File: config.mk
export PLATFORM = sky130hd
export DESIGN_NAME = ftws_ctrl
export DESIGN_NICKNAME = d
export VERILOG_FILES = /design/src/hdl/ftws_pkg.sv /design/src/hdl/ftws_ctrl.sv
export SDC_FILE = /design/constraint.sdc
export NUM_CORES = 1
export LEC_CHECK = 0
export BUFFER_PORTS_ARGS = -buffer_cell sky130_fd_sc_hd__clkbuf_2
export CORE_MARGIN = 3
export CORE_UTILIZATION = 53
export DETAILED_ROUTE_END_ITERATION = 6
export PLACE_DENSITY = 0.79
export SYNTH_ARGS = -nofsm -noshare
export SYNTH_HDL_FRONTEND = slang
export SYNTH_SLANG_ARGS = --single-unit
File: constraint.sdc
create_clock -name clk -period 2.2 [get_ports clk]
set_input_delay 0.44 -clock clk [delete_from_list [all_inputs] [get_ports clk]]
set_output_delay 0.44 -clock clk [all_outputs]
set_load 0.02 [all_outputs]
File: src/hdl/ftws_pkg.sv
`timescale 1ns / 1ps
// ----------------------------------------------------------------------------
// ftws_pkg: shared types and constants for the frame time window statistics.
// Holds the mode codes, verdict codes, sizes and controller/datapath structs.
// ----------------------------------------------------------------------------
package ftws_pkg;

  localparam int CAPACITY  = 256;
  localparam int TIME_BITS = 24;
  localparam int AW        = $clog2(CAPACITY);
  localparam int CW        = $clog2(CAPACITY + 1);
  localparam int SUM_W     = TIME_BITS + AW;

  localparam logic [1:0] MODE_PUSH   = 2'd0;
  localparam logic [1:0] MODE_REPORT = 2'd1;
  localparam logic [1:0] MODE_CLEAR  = 2'd2;

  localparam logic [1:0] VERDICT_COLLECTING = 2'd0;
  localparam logic [1:0] VERDICT_BOUND      = 2'd1;
  localparam logic [1:0] VERDICT_UNBOUND    = 2'd2;
  localparam logic [1:0] VERDICT_MIXED      = 2'd3;

  localparam logic [1:0] REG_MIN_SAMPLES = 2'd0;
  localparam logic [1:0] REG_BOUND       = 2'd1;
  localparam logic [1:0] REG_UNBOUND     = 2'd2;

  // Commands from the controller to the datapath.
  typedef struct packed {
    logic           push;       // write the input sample into the ring
    logic           clear;      // empty the ring
    logic           sum_init;   // clear sums and peak
    logic           sum_acc;    // accumulate entry at scan address
    logic           div_start;  // start the divider sequence
    logic           sel_init;   // start a percentile selection pass
    logic           sel_acc;    // count entries at scan address
    logic           sel_bit;    // settle one bit of the percentile
    logic           sel_col;    // 0 frame, 1 game
    logic           sel_store;  // latch selected value
    logic           finish;     // compute verdict and show the result
    logic [AW-1:0]  addr;       // scan address
  } ftws_cmd_t;

  typedef struct packed {
    logic           div_done;
    logic [CW-1:0]  fill;
  } ftws_sts_t;

endpackage

File: src/hdl/ftws_ctrl.sv
`timescale 1ns / 1ps
// ----------------------------------------------------------------------------
// ftws_ctrl: sequencer for push, clear and report items.
// Walks the ring once for sums, then once per bit for each percentile.
// ----------------------------------------------------------------------------
module ftws_ctrl (
  input  logic                clk,
  input  logic                rst,
  input  logic                start,
  input  logic [1:0]          mode,
  input  ftws_pkg::ftws_sts_t sts,
  output ftws_pkg::ftws_cmd_t cmd,
  output logic                busy
);
  import ftws_pkg::*;

  typedef enum logic [7:0] {
    S_IDLE = 8'b00000001,
    S_SUM  = 8'b00000010,
    S_SUMW = 8'b00000100,
    S_DIV  = 8'b00001000,
    S_SEL  = 8'b00010000,
    S_SELW = 8'b00100000,
    S_BIT  = 8'b01000000,
    S_DONE = 8'b10000000
  } state_t;

  state_t          state, state_next;
  logic [CW-1:0]   idx, idx_next;
  logic [4:0]      bitn, bitn_next;
  logic            col, col_next;

  always_ff @(posedge clk) begin
    if (rst) begin
      state <= S_IDLE;
      idx   <= '0;
      bitn  <= '0;
      col   <= 1'b0;
    end else begin
      state <= state_next;
      idx   <= idx_next;
      bitn  <= bitn_next;
      col   <= col_next;
    end
  end

  always_comb begin
    state_next = state;
    idx_next   = idx;
    bitn_next  = bitn;
    col_next   = col;
    cmd        = '0;
    cmd.addr   = idx[AW-1:0];
    cmd.sel_col = col;
    busy       = (state != S_IDLE);
    case (state)
      S_IDLE: begin
        if (start) begin
          case (mode)
            MODE_PUSH:  cmd.push  = 1'b1;
            MODE_CLEAR: cmd.clear = 1'b1;
            MODE_REPORT: begin
              cmd.sum_init = 1'b1;
              idx_next     = '0;
              if (sts.fill == '0) begin
                state_next = S_DONE;
              end else begin
                state_next = S_SUM;
              end
            end
            default: ;
          endcase
        end
      end
      // Memory read is registered: entry idx is presented in the next cycle.
      S_SUM: begin
        idx_next   = idx + 1'b1;
        state_next = S_SUMW;
      end
      S_SUMW: begin
        cmd.sum_acc = 1'b1;
        if (idx == sts.fill) begin
          cmd.div_start = 1'b1;
          state_next    = S_DIV;
        end else begin
          idx_next = idx + 1'b1;
        end
      end
      S_DIV: begin
        if (sts.div_done) begin
          col_next   = 1'b0;
          bitn_next  = 5'(TIME_BITS - 1);
          idx_next   = '0;
          cmd.sel_init = 1'b1;
          state_next = S_SEL;
        end
      end
      S_SEL: begin
        idx_next   = idx + 1'b1;
        state_next = S_SELW;
      end
      S_SELW: begin
        cmd.sel_acc = 1'b1;
        if (idx == sts.fill) begin
          state_next = S_BIT;
        end else begin
          idx_next = idx + 1'b1;
        end
      end
      S_BIT: begin
        cmd.sel_bit = 1'b1;
        idx_next    = '0;
        if (bitn == '0) begin
          cmd.sel_store = 1'b1;
          if (col) begin
            state_next = S_DONE;
          end else begin
            col_next     = 1'b1;
            bitn_next    = 5'(TIME_BITS - 1);
            state_next   = S_SEL;
          end
        end else begin
          bitn_next  = bitn - 1'b1;
          state_next = S_SEL;
        end
      end
      S_DONE: begin
        cmd.finish = 1'b1;
        state_next = S_IDLE;
      end
      default: state_next = S_IDLE;
    endcase
    if (state == S_BIT && bitn == '0 && !col) cmd.sel_init = 1'b1;
    if (state == S_SEL || state == S_SELW || state == S_BIT) cmd.sel_col = col;
  end

endmodule

Word level (Yosys, flattened, before mapping)

Index checks and enable logic that the tools add are counted.

Output and inout bits: 20
Flip-flop bits (word level): 23
Bits of input ports: 15

Add/subtract/negate cells: 2
Eq/ne operators: 20
Muxes and demuxes: 36
Reduce and logical (&&, ||, !) cells: 14

Operators with widths:

| operator            | count |
|---|---|
| $mux 8              | 8 |
| $pmux 8 s7          | 1 |
| $pmux 9 s5          | 1 |
| $mux 9              | 4 |
| $mux 5              | 3 |
| $mux 1              | 14 |
| $ne 2x2->1 const B  | 6 |
| $pmux 5 s2          | 1 |
| $reduce_and 5->1    | 2 |
| $add 9x1->9 const B | 1 |
| $eq 9x9->1          | 1 |
| $logic_not 9->1     | 1 |
| $eq 8x1->1 const B  | 1 |
| $eq 8x2->1 const B  | 1 |
| $eq 8x3->1 const B  | 1 |
| $eq 8x4->1 const B  | 1 |
| $eq 8x5->1 const B  | 1 |
| $eq 8x6->1 const B  | 1 |
| $eq 8x7->1 const B  | 1 |
| $eq 8x8->1 const B  | 1 |
| $ne 8x1->1 const B  | 1 |
| $mux 3              | 2 |
| $reduce_and 3->1    | 2 |
| $logic_not 5->1     | 1 |
| 13 further kinds    | 15 |

Longest topological paths before layout

Gate-level depths: netlist (run 1).

Depth in word-level cells: 5
Depth in mapped cells: 8
Gate-level depth less buffers: 8

Worst setup path after synthesis (run 1)

No wires, ideal clock.

Path type: reg2out
Start point: register state[3]
End point: output port cmd[17] (netlist bit)
Cell stages (with the launch flop): 4
Buffers on the path: 0
Path slack: -0.108 ns
Arrival time: 1.868 ns
Cell sequence: dfxtp_1 > nor4_4 > nand4b_2 > nor4b_1

RTL lines:

| item                     | RTL line        | text |
|---|---|---|
| start: declaration       | ftws_ctrl.sv:28 | `state_t state, state_next;` |
| start signal: assignment | ftws_ctrl.sv:40 | `state <= state_next;` |
| end: declaration         | ftws_ctrl.sv:12 | `output ftws_pkg::ftws_cmd_t cmd,` |

==> report_table.html, run 1 <==
<table>
<tr><th>Metric</th><th>Value</th></tr>
<tr><th colspan="2">Clocking</th></tr>
<tr><td>Sink Count</td><td>23</td></tr>
<tr><td>Total CTS buffers</td><td>3</td></tr>
<tr><td>Clock slew at the register clock pins of the worst setup and hold paths</td><td>0.13 ns</td></tr>
<tr><td>Clock tree from TritonCTS</td><td>built</td></tr>
<tr><td>CTS Root Buffer Type</td><td>sky130_fd_sc_hd__clkbuf_4</td></tr>
<tr><td>Number of H-tree levels</td><td>1</td></tr>
<tr><td>Buffers from clock root to sink, at most</td><td>2</td></tr>
<tr><td>Later-pin clock latency in the skew report</td><td>0.32 ns</td></tr>
<tr><th colspan="2">Timing</th></tr>
<tr><td>Final worst setup slack</td><td>0.00943 ns</td></tr>
<tr><td>Number of failing setup endpoints in the final timing report</td><td>0</td></tr>
<tr><td>Post-layout min period</td><td>2.19 ns</td></tr>
<tr><td>Sum of negative setup slack</td><td>0 ns</td></tr>
<tr><td>Actual slew at the worst max-slew pin</td><td>0.419 ns</td></tr>
<tr><td>Final count of pins violating max slew</td><td>0</td></tr>
<tr><td>Worst Clk Skew</td><td>0.00502 ns</td></tr>
<tr><td>Worst hold margin</td><td>0.490 ns</td></tr>
<tr><td>Fmax</td><td>457 MHz</td></tr>
<tr><td>Setup repair after global routing missed its margin</td><td>true</td></tr>
<tr><td>Final Hold Violating Endpoints</td><td>0</td></tr>
<tr><td>Normalized max-slew margin</td><td>72.0%</td></tr>
<tr><td>Share of the clock period used by the worst path after layout</td><td>99.6%</td></tr>
<tr><th colspan="2">Floorplan</th></tr>
<tr><td>Std-Cell Core Area</td><td>2570 um^2</td></tr>
<tr><td>Chip Height</td><td>59.1 um</td></tr>
<tr><td>Die Wd</td><td>59.1 um</td></tr>
<tr><td>Top-level port count</td><td>35</td></tr>
<tr><td>Placement Rows</td><td>18</td></tr>
<tr><td>Initial core utilization</td><td>58.1%</td></tr>
<tr><td>Area of the die</td><td>3490 um^2</td></tr>
<tr><th colspan="2">Hold path</th></tr>
<tr><td>Min-Delay Path Class</td><td>reg2reg</td></tr>
<tr><th colspan="2">Final layout</th></tr>
<tr><td>Antenna Cells</td><td>0</td></tr>
<tr><td>Filler cells</td><td>172</td></tr>
<tr><td>Most frequent standard cell in the layout excluding fill and tap cells</td><td>sky130_fd_sc_hd__clkbuf_2</td></tr>
<tr><td>Area of the multi-input gates</td><td>1010 um^2</td></tr>
<tr><td>Commonest cells after routing, fill and taps aside</td><td>27 x sky130_fd_sc_hd__clkbuf_2, 22 x sky130_fd_sc_hd__buf_4, 18 x sky130_fd_sc_hd__nor2_1</td></tr>
<tr><td>Sequential cell area</td><td>478 um^2</td></tr>
<tr><td>Post-layout nets</td><td>240</td></tr>
<tr><td>Area grow syn2layout</td><td>30.6%</td></tr>
<tr><td>Proportion of layout cells with a drive suffix above 1</td><td>42.8%</td></tr>
<tr><th colspan="2">Critical path</th></tr>
<tr><td>Kind of capture point of the worst setup path</td><td>output pin</td></tr>
<tr><td>Cell with the biggest individual delay on the critical path</td><td>sky130_fd_sc_hd__dfxtp_4</td></tr>
<tr><td>Required arrival time at the worst endpoint</td><td>1.76 ns</td></tr>
<tr><td>Crit start category</td><td>flip-flop</td></tr>
<tr><td>Buffers plus inverters on the worst setup path</td><td>3</td></tr>
<tr><td>Kind of critical path</td><td>reg2out</td></tr>
<tr><td>Cell-by-cell listing of the critical path</td><td>nor4_4, buf_4, buf_6, nand4_1, o21ai_2, buf_6</td></tr>
<tr><td>CP arrival</td><td>1.75 ns</td></tr>
<tr><td>Highest cell delay on the worst timing path</td><td>0.40 ns</td></tr>
<tr><td>Largest delay contributor family on the critical path</td><td>simple AND/OR/NAND/NOR gates</td></tr>
<tr><td>Critical path's most frequent cell</td><td>sky130_fd_sc_hd__buf_6</td></tr>
<tr><td>Largest fanout on the critical path</td><td>4</td></tr>
<tr><th colspan="2">Global routing</th></tr>
<tr><td>Via count of the first global-routing pass</td><td>1434</td></tr>
<tr><td>Global-route wire length before repair</td><td>6370 um</td></tr>
<tr><td>Antenna violations before repair</td><td>0</td></tr>
<tr><td>Global-route usage over all layers</td><td>23.7%</td></tr>
<tr><td>Pin count of the biggest net entering global routing</td><td>15</td></tr>
<tr><td>Remaining global-route overflow</td><td>0</td></tr>
<tr><th colspan="2">Power and ir drop</th></tr>
<tr><td>Worst VDD drop</td><td>684 uV</td></tr>
<tr><td>Leak</td><td>0.844 nW</td></tr>
<tr><td>Ratio of total power to cell area</td><td>654 nW/um^2</td></tr>
<tr><th colspan="2">Job</th></tr>
<tr><td>Max-cap violation count</td><td>0</td></tr>
<tr><th colspan="2">Logic synthesis</th></tr>
<tr><td>Count of mapped cells out of synthesis</td><td>175</td></tr>
<tr><td>Proportion of netlist area held by the largest area contributor</td><td>30.8%</td></tr>
<tr><td>Synthesized area</td><td>1490 um^2</td></tr>
<tr><td>Syn nets</td><td>192</td></tr>
<tr><td>Most instantiated flip-flop cell in the synthesis netlist</td><td>sky130_fd_sc_hd__dfxtp_1</td></tr>
<tr><td>Sequential share of the synthesized area</td><td>30.8%</td></tr>
<tr><td>Cell type contributing the most total cell area after synthesis</td><td>sky130_fd_sc_hd__dfxtp_1</td></tr>
<tr><td>Async set-reset flop share out of synthesis</td><td>0%</td></tr>
<tr><td>Post-synth EDFFs</td><td>0</td></tr>
<tr><td>Distinct cell type count of the synthesized netlist</td><td>45</td></tr>
<tr><td>Flops &amp; latches, synth</td><td>23</td></tr>
<tr><td>Synthesized area per cell</td><td>8.53 um^2</td></tr>
<tr><td>Top post-synthesis cells by area</td><td>sky130_fd_sc_hd__dfxtp_1 31%, sky130_fd_sc_hd__xor2_1 5.9%, sky130_fd_sc_hd__nor2_1 5.3%</td></tr>
<tr><td>Ys Warns</td><td>0</td></tr>
<tr><th colspan="2">Routing</th></tr>
<tr><td>Remaining DRCs</td><td>0</td></tr>
<tr><td>Number of DRC markers after the initial detailed-route iteration</td><td>104</td></tr>
<tr><td>Number of nets with antenna violations after detailed routing</td><td>0</td></tr>
<tr><td>First-pass DRT Iterations</td><td>4</td></tr>
<tr><td>Wire length per cell</td><td>17.1 um</td></tr>
<tr><td>Post-DR vias/cell</td><td>6.19</td></tr>
<tr><td>Total number of vias</td><td>1560</td></tr>
<tr><td>Total Routed Length</td><td>4310 um</td></tr>
<tr><th colspan="2">Run status</th></tr>
<tr><td>Result of the run</td><td>finished clean</td></tr>
<tr><th colspan="2">Place</th></tr>
<tr><td>Post-placement setup slack</td><td>0.0932 ns</td></tr>
<tr><td>I/O Buffers</td><td>34</td></tr>
<tr><td>HPWL after detailed placement</td><td>2840 um</td></tr>
<tr><td>Global placer's final weighted congestion</td><td>0.883</td></tr>
</table>
==> synth_stat cells, types with 4 or more instances <==
cell                       number
sky130_fd_sc_hd__dfxtp_1       23
sky130_fd_sc_hd__nor2_1        21
sky130_fd_sc_hd__buf_4         10
sky130_fd_sc_hd__inv_1         10
sky130_fd_sc_hd__xor2_1        10
sky130_fd_sc_hd__nand2_1        8
sky130_fd_sc_hd__nand3_1        7
sky130_fd_sc_hd__a21oi_1        6
sky130_fd_sc_hd__o21ai_1        6
sky130_fd_sc_hd__nor3_1         5
sky130_fd_sc_hd__and2b_1        4
sky130_fd_sc_hd__nand2b_1       4
sky130_fd_sc_hd__o311ai_1       4
sky130_fd_sc_hd__o31ai_2        4
sky130_fd_sc_hd__xnor2_1        4
==> path summary, 6_finish.rpt <==
kind / startpoint / slack [ns] / to / cells past startpoint
worst max-delay path: state[1] / 0.009 / cmd[13] / 6
worst min-delay path: idx[8] / 0.49 / idx[8] / 1
worst max register to register: state[1] / 0.06 / idx[1] / 9
worst min register to register: idx[8] / 0.49 / idx[8] / 1
==> repair_timing <==
item,CTS,global route
pin swaps,3,9
gates cloned,0,1
gates resized for setup,16,36
endpoints found under the setup margin,7,16
hold buffers,0,0
buffers inserted,8,9
==> per-stage QoR <==
stage               instance area (um^2)  std cells  power (mW)  util, %
global placement                    1650        232       0.839     64.2
floorplan                           1490        175       0.747        -
global route                        1950        252        1.34     75.9
finish                              1950        252        1.27     75.9
CTS                                 1790        244        1.10     69.7
detailed placement                  1650        232       0.861     64.2
==> state kept, by name, summed over array words and instances, names as in the netlist <==
register	count
bitn	5
col	1
idx	9
state	8
==> worst reg2reg max path: stages (launching register included) <==
cell and delay, ns:
sky130_fd_sc_hd__dfxtp_4 0.40, sky130_fd_sc_hd__nor4_4 0.34, sky130_fd_sc_hd__buf_4 0.18, sky130_fd_sc_hd__buf_6 0.10, sky130_fd_sc_hd__nand4b_1 0.15, sky130_fd_sc_hd__buf_4 0.21
sky130_fd_sc_hd__a21oi_4 0.18, sky130_fd_sc_hd__buf_4 0.20, sky130_fd_sc_hd__nor2_1 0.07, sky130_fd_sc_hd__o32ai_1 0.24
==> cell families after synthesis <==
family,Yosys count,synth area share [%]
AO/OA/AOI/OAI,35,17.9
XOR/XNOR,14,8.21
adder cells (fa/ha/maj),2,1.68
buffers and inverters,22,8.55
flip-flops,23,30.8
multiplexers,1,0.754
AND/OR/NAND/NOR,78,32.0
==> cell type report <==
type	instances	area share, %
Clock buffer	3	1.16
Tap cell	30	1.93
Sequential cell	23	24.5
Clock inverter	1	0.257
Multi-Input combinational cell	131	52.1
Timing Repair Buffer	54	18.2
Inverter	10	1.93
==> power by group <==
part           leakage [nW]  switching (mW)  total (mW)  internal (mW)
registers             0.190          0.0441       0.482          0.438
clock network        0.0177           0.134       0.202         0.0680
logic                 0.636           0.322       0.590          0.267
total                 0.844           0.501        1.27          0.773
==> routing by layer <==
layer / vias to the layer above / track usage (%) / wire length (um)
li1: 731 / - / -
met1: 730 / 27.8 / 1700
met2: 87 / 42.4 / 2210
met3: 12 / 2.18 / 316
met4: 0 / 12.0 / 83
met5: - / 0 / 0
No activity file was read; power rests on OpenSTA's default activity.
==> run 2, diff against run 1 <==
==> constraint.sdc (replaced) <==
create_clock -name clk -period 2.2 [get_ports clk]
set_input_delay 0.11 -clock clk [delete_from_list [all_inputs] [get_ports clk]]
set_output_delay 0.11 -clock clk [all_outputs]
set_load 0.02 [all_outputs]
==> report_table.html, run 2 (same netlist as run 1, synthesis figures left out) <==
<table>
<tr><th>Metric</th><th>Value</th></tr>
<tr><th colspan="2">Run status</th></tr>
<tr><td>Result of the run</td><td>finished clean</td></tr>
<tr><th colspan="2">Critical path</th></tr>
<tr><td>Setup slack of the most critical reg-to-reg path</td><td>0.16 ns (+0.10 ns)</td></tr>
<tr><td>Kind of capture point of the worst setup path</td><td>output pin</td></tr>
<tr><td>CP arrival</td><td>1.97 ns (+0.22 ns)</td></tr>
<tr><td>Reg2reg end</td><td>bitn[4]</td></tr>
<tr><td>Largest delay contributor family on the critical path</td><td>simple AND/OR/NAND/NOR gates</td></tr>
<tr><td>Kind of critical path</td><td>reg2out</td></tr>
<tr><td>Cell with the biggest individual delay on the critical path</td><td>sky130_fd_sc_hd__nor4_4</td></tr>
<tr><td>Buffers plus inverters on the worst setup path</td><td>2 (-1)</td></tr>
<tr><td>Crit start category</td><td>flip-flop</td></tr>
<tr><td>Startpoint of the worst-slack reg-to-reg timing path</td><td>bitn[0]</td></tr>
<tr><td>Cell-by-cell listing of the critical path</td><td>nor4_4, nand4b_2, buf_4, nor4b_1, buf_2</td></tr>
<tr><td>Setup crit start</td><td>state[6]</td></tr>
<tr><td>Required arrival time at the worst endpoint</td><td>2.09 ns (+0.33 ns)</td></tr>
<tr><td>Largest fanout on the critical path</td><td>7 (+3)</td></tr>
<tr><td>Highest cell delay on the worst timing path</td><td>0.42 ns (+0.02 ns)</td></tr>
<tr><td>Reg2reg path depth</td><td>7 (-2)</td></tr>
<tr><th colspan="2">Clocking</th></tr>
<tr><td>Clock slew at the register clock pins of the worst setup and hold paths</td><td>0.14 ns (about the same)</td></tr>
<tr><td>Later-pin clock latency in the skew report</td><td>0.32 ns (about the same)</td></tr>
<tr><td>CTS Root Buffer Type</td><td>sky130_fd_sc_hd__clkbuf_4</td></tr>
<tr><td>Clock tree from TritonCTS</td><td>built</td></tr>
<tr><td>Number of H-tree levels</td><td>1 (unchanged)</td></tr>
<tr><td>Total CTS buffers</td><td>3 (unchanged)</td></tr>
<tr><td>Buffers from clock root to sink, at most</td><td>2 (unchanged)</td></tr>
<tr><td>Sink Count</td><td>23 (unchanged)</td></tr>
<tr><th colspan="2">Timing</th></tr>
<tr><td>Number of failing setup endpoints in the final timing report</td><td>0 (unchanged)</td></tr>
<tr><td>Final Hold Violating Endpoints</td><td>0 (unchanged)</td></tr>
<tr><td>Worst hold margin</td><td>0.100 ns (-0.389 ns)</td></tr>
<tr><td>Share of the clock period used by the worst path after layout</td><td>94.5% (-5.1 points)</td></tr>
<tr><td>Post-layout min period</td><td>2.08 ns (-0.112 ns)</td></tr>
<tr><td>Final worst setup slack</td><td>0.122 ns (+0.112 ns)</td></tr>
<tr><td>Fmax</td><td>481 MHz (+5.4%)</td></tr>
<tr><td>Normalized max-slew margin</td><td>70.6% (-1.4 points)</td></tr>
<tr><td>Final count of pins violating max slew</td><td>0 (unchanged)</td></tr>
<tr><td>Sum of negative setup slack</td><td>0 ns (unchanged)</td></tr>
<tr><td>Actual slew at the worst max-slew pin</td><td>0.441 ns (+0.0214 ns)</td></tr>
<tr><td>Worst Clk Skew</td><td>0.00846 ns (+0.00344 ns)</td></tr>
<tr><th colspan="2">Routing</th></tr>
<tr><td>Total Routed Length</td><td>3530 um (-18%)</td></tr>
<tr><td>Total number of vias</td><td>1424 (-8.7%)</td></tr>
<tr><td>Post-DR vias/cell</td><td>6.03 (-2.5%)</td></tr>
<tr><td>First-pass DRT Iterations</td><td>4 (unchanged)</td></tr>
<tr><td>Remaining DRCs</td><td>0 (unchanged)</td></tr>
<tr><td>Number of nets with antenna violations after detailed routing</td><td>0 (unchanged)</td></tr>
<tr><td>Wire length per cell</td><td>15.0 um (-12%)</td></tr>
<tr><td>Number of DRC markers after the initial detailed-route iteration</td><td>60 (-42%)</td></tr>
<tr><th colspan="2">Power and ir drop</th></tr>
<tr><td>Ratio of total power to cell area</td><td>642 nW/um^2 (-1.7%)</td></tr>
<tr><td>Leak</td><td>0.735 nW (-13%)</td></tr>
<tr><td>Final Power</td><td>1.09 mW (-15%)</td></tr>
<tr><td>Worst VDD drop</td><td>467 uV (-32%)</td></tr>
<tr><th colspan="2">Floorplan</th></tr>
<tr><td>Std-Cell Core Area</td><td>2570 um^2 (unchanged)</td></tr>
<tr><td>Chip Height</td><td>59.1 um (unchanged)</td></tr>
<tr><td>Initial core utilization</td><td>58.1% (unchanged)</td></tr>
<tr><td>Area of the die</td><td>3490 um^2 (unchanged)</td></tr>
<tr><td>Die Wd</td><td>59.1 um (unchanged)</td></tr>
<tr><td>Placement Rows</td><td>18 (unchanged)</td></tr>
<tr><td>Top-level port count</td><td>35 (unchanged)</td></tr>
<tr><th colspan="2">Global routing</th></tr>
<tr><td>Remaining global-route overflow</td><td>0 (unchanged)</td></tr>
<tr><td>Antenna violations before repair</td><td>0 (unchanged)</td></tr>
<tr><td>Global-route wire length before repair</td><td>5630 um (-12%)</td></tr>
<tr><td>Via count of the first global-routing pass</td><td>1286 (-10%)</td></tr>
<tr><td>Pin count of the biggest net entering global routing</td><td>15 (unchanged)</td></tr>
<tr><td>Global-route usage over all layers</td><td>20.7% (-3.0 points)</td></tr>
<tr><th colspan="2">Place</th></tr>
<tr><td>DP Cell Count</td><td>231 (-0.43%)</td></tr>
<tr><td>Global placer's final weighted congestion</td><td>0.841 (-4.8%)</td></tr>
<tr><td>HPWL after detailed placement</td><td>2770 um (-2.2%)</td></tr>
<tr><td>Post-placement setup slack</td><td>0.120 ns (+0.0264 ns)</td></tr>
<tr><td>I/O Buffers</td><td>34 (unchanged)</td></tr>
<tr><td>Instance area at placement</td><td>1640 um^2 (-0.46%)</td></tr>
<tr><th colspan="2">Final layout</th></tr>
<tr><td>Area grow syn2layout</td><td>13.3%</td></tr>
<tr><td>Antenna Cells</td><td>0 (unchanged)</td></tr>
<tr><td>Proportion of layout cells with a drive suffix above 1</td><td>30.1% (-13 points)</td></tr>
<tr><td>Sequential cell area</td><td>464 um^2 (-2.9%)</td></tr>
<tr><td>Post-layout nets</td><td>224 (-6.7%)</td></tr>
<tr><td>Max FFs per register</td><td>9 (unchanged)</td></tr>
<tr><td>Area of the multi-input gates</td><td>917 um^2 (-9.6%)</td></tr>
<tr><td>Filler cells</td><td>217 (+26%)</td></tr>
<tr><td>Most frequent standard cell in the layout excluding fill and tap cells</td><td>sky130_fd_sc_hd__clkbuf_2</td></tr>
<tr><td>Biggest registers after layout</td><td>idx: 9 flops, state: 8 flops, bitn: 5 flops</td></tr>
<tr><td>Commonest cells after routing, fill and taps aside</td><td>32 x sky130_fd_sc_hd__clkbuf_2, 20 x sky130_fd_sc_hd__nor2_1, 20 x sky130_fd_sc_hd__dfxtp_1</td></tr>
<tr><td>Register name with the most flops</td><td>idx</td></tr>
<tr><td>Final std cell area, no fill</td><td>1690 um^2 (-13%)</td></tr>
<tr><td>Final Util</td><td>65.9% (-10 points)</td></tr>
<tr><td>Number of cells in the finished layout apart from fillers</td><td>236 (-6.3%)</td></tr>
<tr><th colspan="2">Hold path</th></tr>
<tr><td>Hold Crit Start</td><td>sts[9]</td></tr>
<tr><td>Hold EP</td><td>bitn[2]</td></tr>
<tr><td>Worst hold path depth</td><td>3 (+2)</td></tr>
<tr><td>Min-Delay Path Class</td><td>in2reg</td></tr>
<tr><th colspan="2">Job</th></tr>
<tr><td>Max-cap violation count</td><td>0 (unchanged)</td></tr>
</table>
[run 2: tightest hold or removal path: stages]
cell                       delay [ns]
sky130_fd_sc_hd__clkbuf_2        0.09
sky130_fd_sc_hd__nand4_1         0.11
sky130_fd_sc_hd__a21oi_1         0.07
[run 2: area by class of cell]
| cell class | count | share of cell area (%) |
|---|---|---|
| clock inverters | 1 | 0.296 |
| multi-input cells | 130 | 54.2 |
| inverters | 10 | 2.22 |
| repair buffers | 39 | 12.3 |
| flip-flops and latches | 23 | 27.4 |
| clock buffers | 3 | 1.33 |
| well taps | 30 | 2.22 |
[run 2: worst max path at each step]
stage	cells after the start	end	slack (ns)
floorplan	3	cmd[17]	0.22
detailed placement	5	idx[8]	0.12
global route	7	cmd[13]	-0.01
CTS	7	cmd[13]	0.01
finish	5	cmd[17]	0.12
global placement	5	idx[7]	0.21
[run 2: repair_timing]
action / 4_1_cts / 5_1_grt
endpoints found under the setup margin: 0 / 12
gates resized for setup: 0 / 10
hold buffers: 0 / 0
setup buffers: 0 / 1
[run 2: power breakdown]
group,internal [mW],switching [mW]
registers,0.439,0.0363
logic,0.165,0.243
clock network,0.0681,0.135
[run 2: routing by layer]
layer	vias up	global-route usage, %	wire (um)
li1	694	-	-
met1	683	27.1	1590
met2	43	34.4	1710
met3	4	2.40	198
met4	0	8.74	28
met5	-	0	0
